--- src/hdl/pbfm_pkg.sv ---
// Package with sizes, hash constants and item types of the partitioned Bloom filter.
`default_nettype none
package pbfm_pkg;

    localparam int unsigned TOTAL_BITS    = 16384;
    localparam int unsigned NUM_HASHES    = 4;
    localparam int unsigned MAX_KEY_BYTES = 1024;

    localparam int unsigned SEG_BITS  = TOTAL_BITS / NUM_HASHES;
    localparam int unsigned SEG_SH    = $clog2(SEG_BITS);
    localparam int unsigned ADDR_W    = $clog2(TOTAL_BITS);
    localparam int unsigned IDX_W     = (NUM_HASHES > 1) ? $clog2(NUM_HASHES) : 1;
    localparam int unsigned KEY_LEN_W = $clog2(MAX_KEY_BYTES + 1);

    localparam logic [31:0] MIX_M   = 32'h5bd1e995;
    localparam int unsigned BLK_SH  = 24;
    localparam int unsigned FIN_SH1 = 13;
    localparam int unsigned FIN_SH2 = 15;

    // Rounded-up reciprocal of the segment size, exact for every 32-bit hash.
    localparam logic [64:0] RECIP_NUM = 65'd1 << (32 + SEG_SH);
    localparam logic [32:0] SEG_RECIP =
        33'((RECIP_NUM + 65'(SEG_BITS) - 65'd1) / 65'(SEG_BITS));

    localparam logic [2:0] CHUNK_FULL = 3'd4;
    localparam logic [2:0] CHUNK_NONE = 3'd0;

    localparam logic KIND_INSERT = 1'b0;
    localparam logic KIND_QUERY  = 1'b1;

    typedef struct packed {
        logic                 kind;
        logic [31:0]          chunk;
        logic [2:0]           chunk_bytes;
        logic [KEY_LEN_W-1:0] key_length;
        logic                 first_chunk;
        logic                 last_chunk;
    } t_item;

    typedef struct packed {
        logic was_query;
        logic present;
    } t_result;

    typedef struct packed {
        logic              vld;
        logic              query;
        logic              first;
        logic              last;
        logic [ADDR_W-1:0] addr;
    } t_bit_req;

endpackage
`default_nettype wire

--- src/hdl/pbfm_hasher.sv ---
// Running hash store, shared multiplier and sequencer that mixes, finalizes and addresses.
`default_nettype none
module pbfm_hasher (
    input  wire                  i_clk,
    input  wire                  i_rst_n,
    input  wire                  i_start,
    input  pbfm_pkg::t_item      i_item,
    output logic                 o_busy,
    output pbfm_pkg::t_bit_req   o_req
);

    typedef enum logic [3:0] {
        S_IDLE, S_BLK1, S_BLK2, S_BLK3, S_RD, S_MIX, S_MIX2, S_WB,
        S_FIN1, S_FIN2, S_FIN3, S_FIN4
    } t_state;

    localparam logic [pbfm_pkg::IDX_W-1:0] LAST_IDX =
        pbfm_pkg::IDX_W'(pbfm_pkg::NUM_HASHES - 1);

    t_state                              r_state;
    logic                                r_kind;
    logic [31:0]                         r_word;
    logic [2:0]                          r_nb;
    logic [pbfm_pkg::KEY_LEN_W-1:0]      r_klen;
    logic                                r_first;
    logic                                r_last;
    logic [31:0]                         r_blk;
    logic [31:0]                         r_h;
    logic [31:0]                         r_hrd;
    logic [pbfm_pkg::IDX_W-1:0]          r_idx;
    logic [pbfm_pkg::ADDR_W-1:0]         r_base;
    logic [64:0]                         r_prod;
    pbfm_pkg::t_bit_req                  r_req;

    logic [31:0] hmem [pbfm_pkg::NUM_HASHES];

    logic [31:0]                  mul_a;
    logic [32:0]                  mul_b;
    logic [64:0]                  prod;
    logic [31:0]                  p_lo;
    logic [31:0]                  h0;
    logic [31:0]                  tail;
    logic [2:0]                   sat_nb;
    logic [pbfm_pkg::ADDR_W-1:0]  pos;

    function automatic logic [31:0] tail_of(logic [31:0] w, logic [2:0] nb);
        logic [31:0] t;
        case (nb)
            3'd1:    t = {24'h0, w[7:0]};
            3'd2:    t = {16'h0, w[15:0]};
            3'd3:    t = {8'h0, w[23:0]};
            default: t = 32'h0;
        endcase
        return t;
    endfunction

    assign sat_nb = (i_item.chunk_bytes > pbfm_pkg::CHUNK_FULL) ?
                    pbfm_pkg::CHUNK_FULL : i_item.chunk_bytes;
    assign p_lo   = r_prod[31:0];
    assign tail   = tail_of(r_word, r_nb);
    assign h0     = r_first ? ((32'(r_idx) + 32'd1) ^ 32'(r_klen)) : r_hrd;
    assign pos    = pbfm_pkg::ADDR_W'(r_h - p_lo);
    assign prod   = {33'h0, mul_a} * {32'h0, mul_b};

    always_comb begin
        mul_a = 32'h0;
        mul_b = {1'b0, pbfm_pkg::MIX_M};
        unique case (r_state)
            S_BLK1: mul_a = r_word;
            S_BLK2: mul_a = p_lo ^ (p_lo >> pbfm_pkg::BLK_SH);
            S_MIX:  mul_a = (r_nb == pbfm_pkg::CHUNK_FULL) ? h0 : (h0 ^ tail);
            S_FIN1: mul_a = r_h ^ (r_h >> pbfm_pkg::FIN_SH1);
            S_FIN2: begin
                mul_a = p_lo ^ (p_lo >> pbfm_pkg::FIN_SH2);
                mul_b = pbfm_pkg::SEG_RECIP;
            end
            S_FIN3: begin
                mul_a = 32'(r_prod >> (32 + pbfm_pkg::SEG_SH));
                mul_b = 33'(pbfm_pkg::SEG_BITS);
            end
            default: mul_a = 32'h0;
        endcase
    end

    always_ff @(posedge i_clk) begin
        if (r_state == S_RD) begin
            r_hrd <= hmem[r_idx];
        end
        if (r_state == S_WB) begin
            hmem[r_idx] <= r_h;
        end
    end

    always_ff @(posedge i_clk) begin
        if (!i_rst_n) begin
            r_state <= S_IDLE;
            r_req   <= '0;
        end else begin
            r_req.vld <= 1'b0;
            r_prod    <= prod;
            unique case (r_state)
                S_IDLE: begin
                    if (i_start) begin
                        r_kind  <= i_item.kind;
                        r_word  <= i_item.chunk;
                        r_nb    <= sat_nb;
                        r_klen  <= i_item.key_length;
                        r_first <= i_item.first_chunk;
                        r_last  <= i_item.last_chunk;
                        r_idx   <= '0;
                        r_base  <= '0;
                        r_state <= (sat_nb == pbfm_pkg::CHUNK_FULL) ? S_BLK1 : S_RD;
                    end
                end
                S_BLK1: r_state <= S_BLK2;
                S_BLK2: r_state <= S_BLK3;
                S_BLK3: begin
                    r_blk   <= p_lo;
                    r_state <= S_RD;
                end
                S_RD: r_state <= S_MIX;
                S_MIX: begin
                    if (r_nb == pbfm_pkg::CHUNK_NONE) begin
                        r_h     <= h0;
                        r_state <= S_WB;
                    end else begin
                        r_state <= S_MIX2;
                    end
                end
                S_MIX2: begin
                    r_h     <= (r_nb == pbfm_pkg::CHUNK_FULL) ? (p_lo ^ r_blk) : p_lo;
                    r_state <= S_WB;
                end
                S_WB: begin
                    if (r_last) begin
                        r_state <= S_FIN1;
                    end else if (r_idx == LAST_IDX) begin
                        r_state <= S_IDLE;
                    end else begin
                        r_idx   <= r_idx + 1'b1;
                        r_state <= S_RD;
                    end
                end
                S_FIN1: r_state <= S_FIN2;
                S_FIN2: begin
                    r_h     <= p_lo ^ (p_lo >> pbfm_pkg::FIN_SH2);
                    r_state <= S_FIN3;
                end
                S_FIN3: r_state <= S_FIN4;
                S_FIN4: begin
                    r_req.vld   <= 1'b1;
                    r_req.query <= r_kind;
                    r_req.first <= (r_idx == '0);
                    r_req.last  <= (r_idx == LAST_IDX);
                    r_req.addr  <= r_base + pos;
                    if (r_idx == LAST_IDX) begin
                        r_state <= S_IDLE;
                    end else begin
                        r_idx   <= r_idx + 1'b1;
                        r_base  <= r_base + pbfm_pkg::ADDR_W'(pbfm_pkg::SEG_BITS);
                        r_state <= S_RD;
                    end
                end
                default: r_state <= S_IDLE;
            endcase
        end
    end

    assign o_busy = (r_state != S_IDLE) || r_req.vld;
    assign o_req  = r_req;

endmodule
`default_nettype wire

--- config.mk ---
export PLATFORM = sky130hd
export DESIGN_NAME = pbfm_hasher
export DESIGN_NICKNAME = d
export VERILOG_FILES = /design/src/hdl/pbfm_pkg.sv /design/src/hdl/pbfm_hasher.sv
export SDC_FILE = /design/constraint.sdc
export NUM_CORES = 2
export LEC_CHECK = 0
export ABC_CLOCK_PERIOD_IN_PS = 12500
export BUFFER_PORTS_ARGS = -buffer_cell sky130_fd_sc_hd__buf_2
export CAP_MARGIN = 20
export CORE_MARGIN = 2
export CORE_UTILIZATION = 55
export DETAILED_ROUTE_END_ITERATION = 12
export GPL_TIMING_DRIVEN = 0
export PLACE_DENSITY_LB_ADDON = 0.2
export SYNTH_ARGS = -nofsm -noshare
export SYNTH_HDL_FRONTEND = slang
export SYNTH_SLANG_ARGS = --single-unit
export TNS_END_PERCENT = 5
--- constraint.sdc ---
create_clock -name i_clk -period 12.5 [get_ports i_clk]
set_input_delay 0.625 -clock i_clk [delete_from_list [all_inputs] [get_ports i_clk]]
set_output_delay 0.625 -clock i_clk [all_outputs]
set_load 0.01 [all_outputs]
==> impl_metrics.env <==
export IMPL_h_tree_depth=2
export IMPL_grt_first_pass_wirelength_um=165000
export IMPL_status="finished clean"
export IMPL_max_slew_margin_rel_pct=18.7
export IMPL_io_buffers=70
export IMPL_hold_path_class="in2reg"
export IMPL_path_class="reg2reg"
export IMPL_tritoncts="yes"
export IMPL_syn_area_per_cell_um2=11.3
export IMPL_cts_root_buf="clkbuf_16"
export IMPL_clk_pin_slew_ns=0.07
export IMPL_finalSetupViolCount=0
export IMPL_routabilityCongestion=1.06
export IMPL_min_path_cells=1
export IMPL_numCtsBuffers=35
export IMPL_synth_seq_area_share_pct=29.4
export IMPL_reg2reg_depth=33
export IMPL_area_growth_syn_to_layout_pct=8.31
export IMPL_synth_most_common_cell="inv_1"
export IMPL_cpMaxStageDelayCell="nor2_1"
export IMPL_vias=24000
export IMPL_firstDrtPassIters=8
export IMPL_rows=92
export IMPL_syn_cell_area_um2=35200
export IMPL_yosys_top_cells_count="718 x inv_1, 479 x fa_1, 439 x ha_1, 330 x edfxtp_1, 197 x nand2_1"
export IMPL_dr_first_iter_drc_count=2226
export IMPL_instances_no_fill=4123
export IMPL_routed_wl_um=112000
export IMPL_cts_resized=0
export IMPL_ys_top_cells_by_area="edfxtp_1 28%, fa_1 27%, ha_1 16%"
export IMPL_overflow=0
export IMPL_synth_edf_count=330
export IMPL_drive_gt1_share_pct=6.65
export IMPL_cts_setup_buffers=0
export IMPL_cts_hold_buffers=0
export IMPL_dieArea_um2=66100
export IMPL_finalCritPeriodShare_pct=96.3
export IMPL_first_global_vias=25200
export IMPL_cap_viol_max_count=0
export IMPL_grt_antenna_before_repair=5
export IMPL_worst_setup_path_start_kind="flop"
export IMPL_worst_path_stages=33
export IMPL_drc=0
export IMPL_coreArea_um2=63200
export IMPL_yosysTopAreaCell="edfxtp_1"
export IMPL_tightest_slew_ns=1.21
export IMPL_start_util_pct=55.8
export IMPL_period_needed_ns=12.04
export IMPL_finClkSkew_ns=0.0270
export IMPL_critPathCaptureType="flop"
export IMPL_nets=4221
export IMPL_ys_flop_type="edfxtp_1"
export IMPL_cts_sinks=352
export IMPL_synth_seq_cells=352
export IMPL_grt_max_degree=33
export IMPL_syn_inst=3109
export IMPL_cp_max_fo=10
export IMPL_hpwlAfterDp_um=95100
export IMPL_wl_per_cell_um=27.1
export IMPL_hold_violations=0
export IMPL_die_h_um=257
export IMPL_diodes=0
export IMPL_fin_hold_ws_ns=0.248
export IMPL_slowest_delay_ns=0.73
export IMPL_die_x_um=257
export IMPL_clkLatencyLatePin_ns=0.55
export IMPL_rsz0062_at_grt="no"
export IMPL_ant_nets=0
export IMPL_cp_data_required_time_ns=12.80
export IMPL_cts_buffer_depth=3
export IMPL_post_place_cells=4057
export IMPL_timing_fmax_mhz=83.1
export IMPL_slew_viol_final=0
export IMPL_cp_arrival_ns=12.33
export IMPL_critPathTopFamily="adder cells"
export IMPL_cp_buffers_inverters=10
export IMPL_setup_tns_ns=0
export IMPL_crit_top_cell="fa_1"
export IMPL_synth_cell_type_count=72
export IMPL_yosysWarnings=0
export IMPL_synth_async_sr_flop_share_pct=0
export IMPL_viasPerCell=5.82
export IMPL_grt_util_all_layers_pct=34.6
export IMPL_ios=71
export IMPL_synth_top_cell_area_share_pct=28.1
through the flow:
stage	utilization, %	setup slack (ns)	area [µm²]
after floorplan	-	3.44	35300
after global placement	58.1	-0.0526	36700
after detailed placement	58.5	0.590	37000
after CTS	60.4	0.578	38100
after global routing	60.4	0.0360	38200
final	60.4	0.464	38200
cell type report:
| class | count | area [µm²] |
|---|---|---|
| fill | 5197 | 25000 |
| buffer | 81 | 304 |
| multi-input combinational | 1966 | 22000 |
| timing repair buffer | 96 | 614 |
| clock buffer | 41 | 951 |
| clock inverter | 22 | 205 |
| sequential | 352 | 10300 |
| inverter | 719 | 2700 |
| tap | 846 | 1060 |
placed cells by master, fill, tap and decap left out, types with 9 or more instances in the layout:
cell type,n
a21o_1,20
a21oi_1,107
a221oi_1,20
a222oi_1,10
a31oi_1,19
a32oi_1,19
and2_1,17
and3_1,28
buf_2,71
buf_4,15
clkbuf_1,76
clkbuf_16,37
conb_1,11
dfxtp_1,22
edfxtp_1,330
fa_1,479
ha_1,439
inv_1,718
mux2i_1,10
mux4_2,32
nand2_1,197
nand2b_1,10
nand3_1,22
nand4_1,11
nor2_1,98
nor2b_1,39
nor3_1,14
o21a_1,9
o21ai_0,62
o21ai_1,25
o21bai_1,9
o221ai_1,9
xnor2_1,68
xor2_1,73
cell families (layout without fill, tap and decap cells):
logic type	count (synthesis)	in the layout	share of synthesized area (%)
buffers and inverters	800	959	8.52
flip-flops	352	352	29.4
other	2	11	0.0213
XOR/XNOR	141	141	3.50
AO/OA/AOI/OAI	389	389	7.41
multiplexers	42	42	2.33
adder cells (fa/ha/maj)	918	918	42.8
AND/OR/NAND/NOR	465	465	6.06
sequential cells by signal, summed over array words and instances (netlist names), 4 cells and up:
register / count
r_state: 4
r_prod: 53
hmem: 128
o_req: 18
r_h: 32
r_hrd: 32
r_blk: 32
r_word: 32
r_klen: 11
worst reg2reg max path, delay by kind of cell, from the launching register on:
kind	cells	cell delay (ns)
buffers and inverters	10	2.42
flip-flops	1	0.33
adder cells (fa/ha/maj)	9	4.40
AO/OA/AOI/OAI	5	1.73
AND/OR/NAND/NOR	8	2.76
XOR/XNOR	1	0.15
routing by layer:
layer | routed length (µm) | track usage (%) | vias to the layer above
met2 | 53700 | 57.2 | 949
li1 | - | - | 10500
met3 | 7480 | 3.96 | 196
met4 | 5260 | 14.3 | 0
met5 | 0 | 0 | -
met1 | 45200 | 46.8 | 12400
path summary, 6_finish.rpt:
path / end / slack [ns] / start
max: r_prod[58]$_DFFE_PP_ / 0.46 / r_state[0]$_SDFFE_PN0N_
min: r_word[14]$_DFFE_PP_ / 0.25 / i_item[30]
max reg2reg: r_prod[58]$_DFFE_PP_ / 0.46 / r_state[0]$_SDFFE_PN0N_
min reg2reg: o_req[10]$_SDFFE_PN0P_ / 0.47 / o_req[10]$_SDFFE_PN0P_
Power is left out: the tool's default activity adds up to more than one toggle a clock period on the data nets, which glitch-free logic cannot reach.
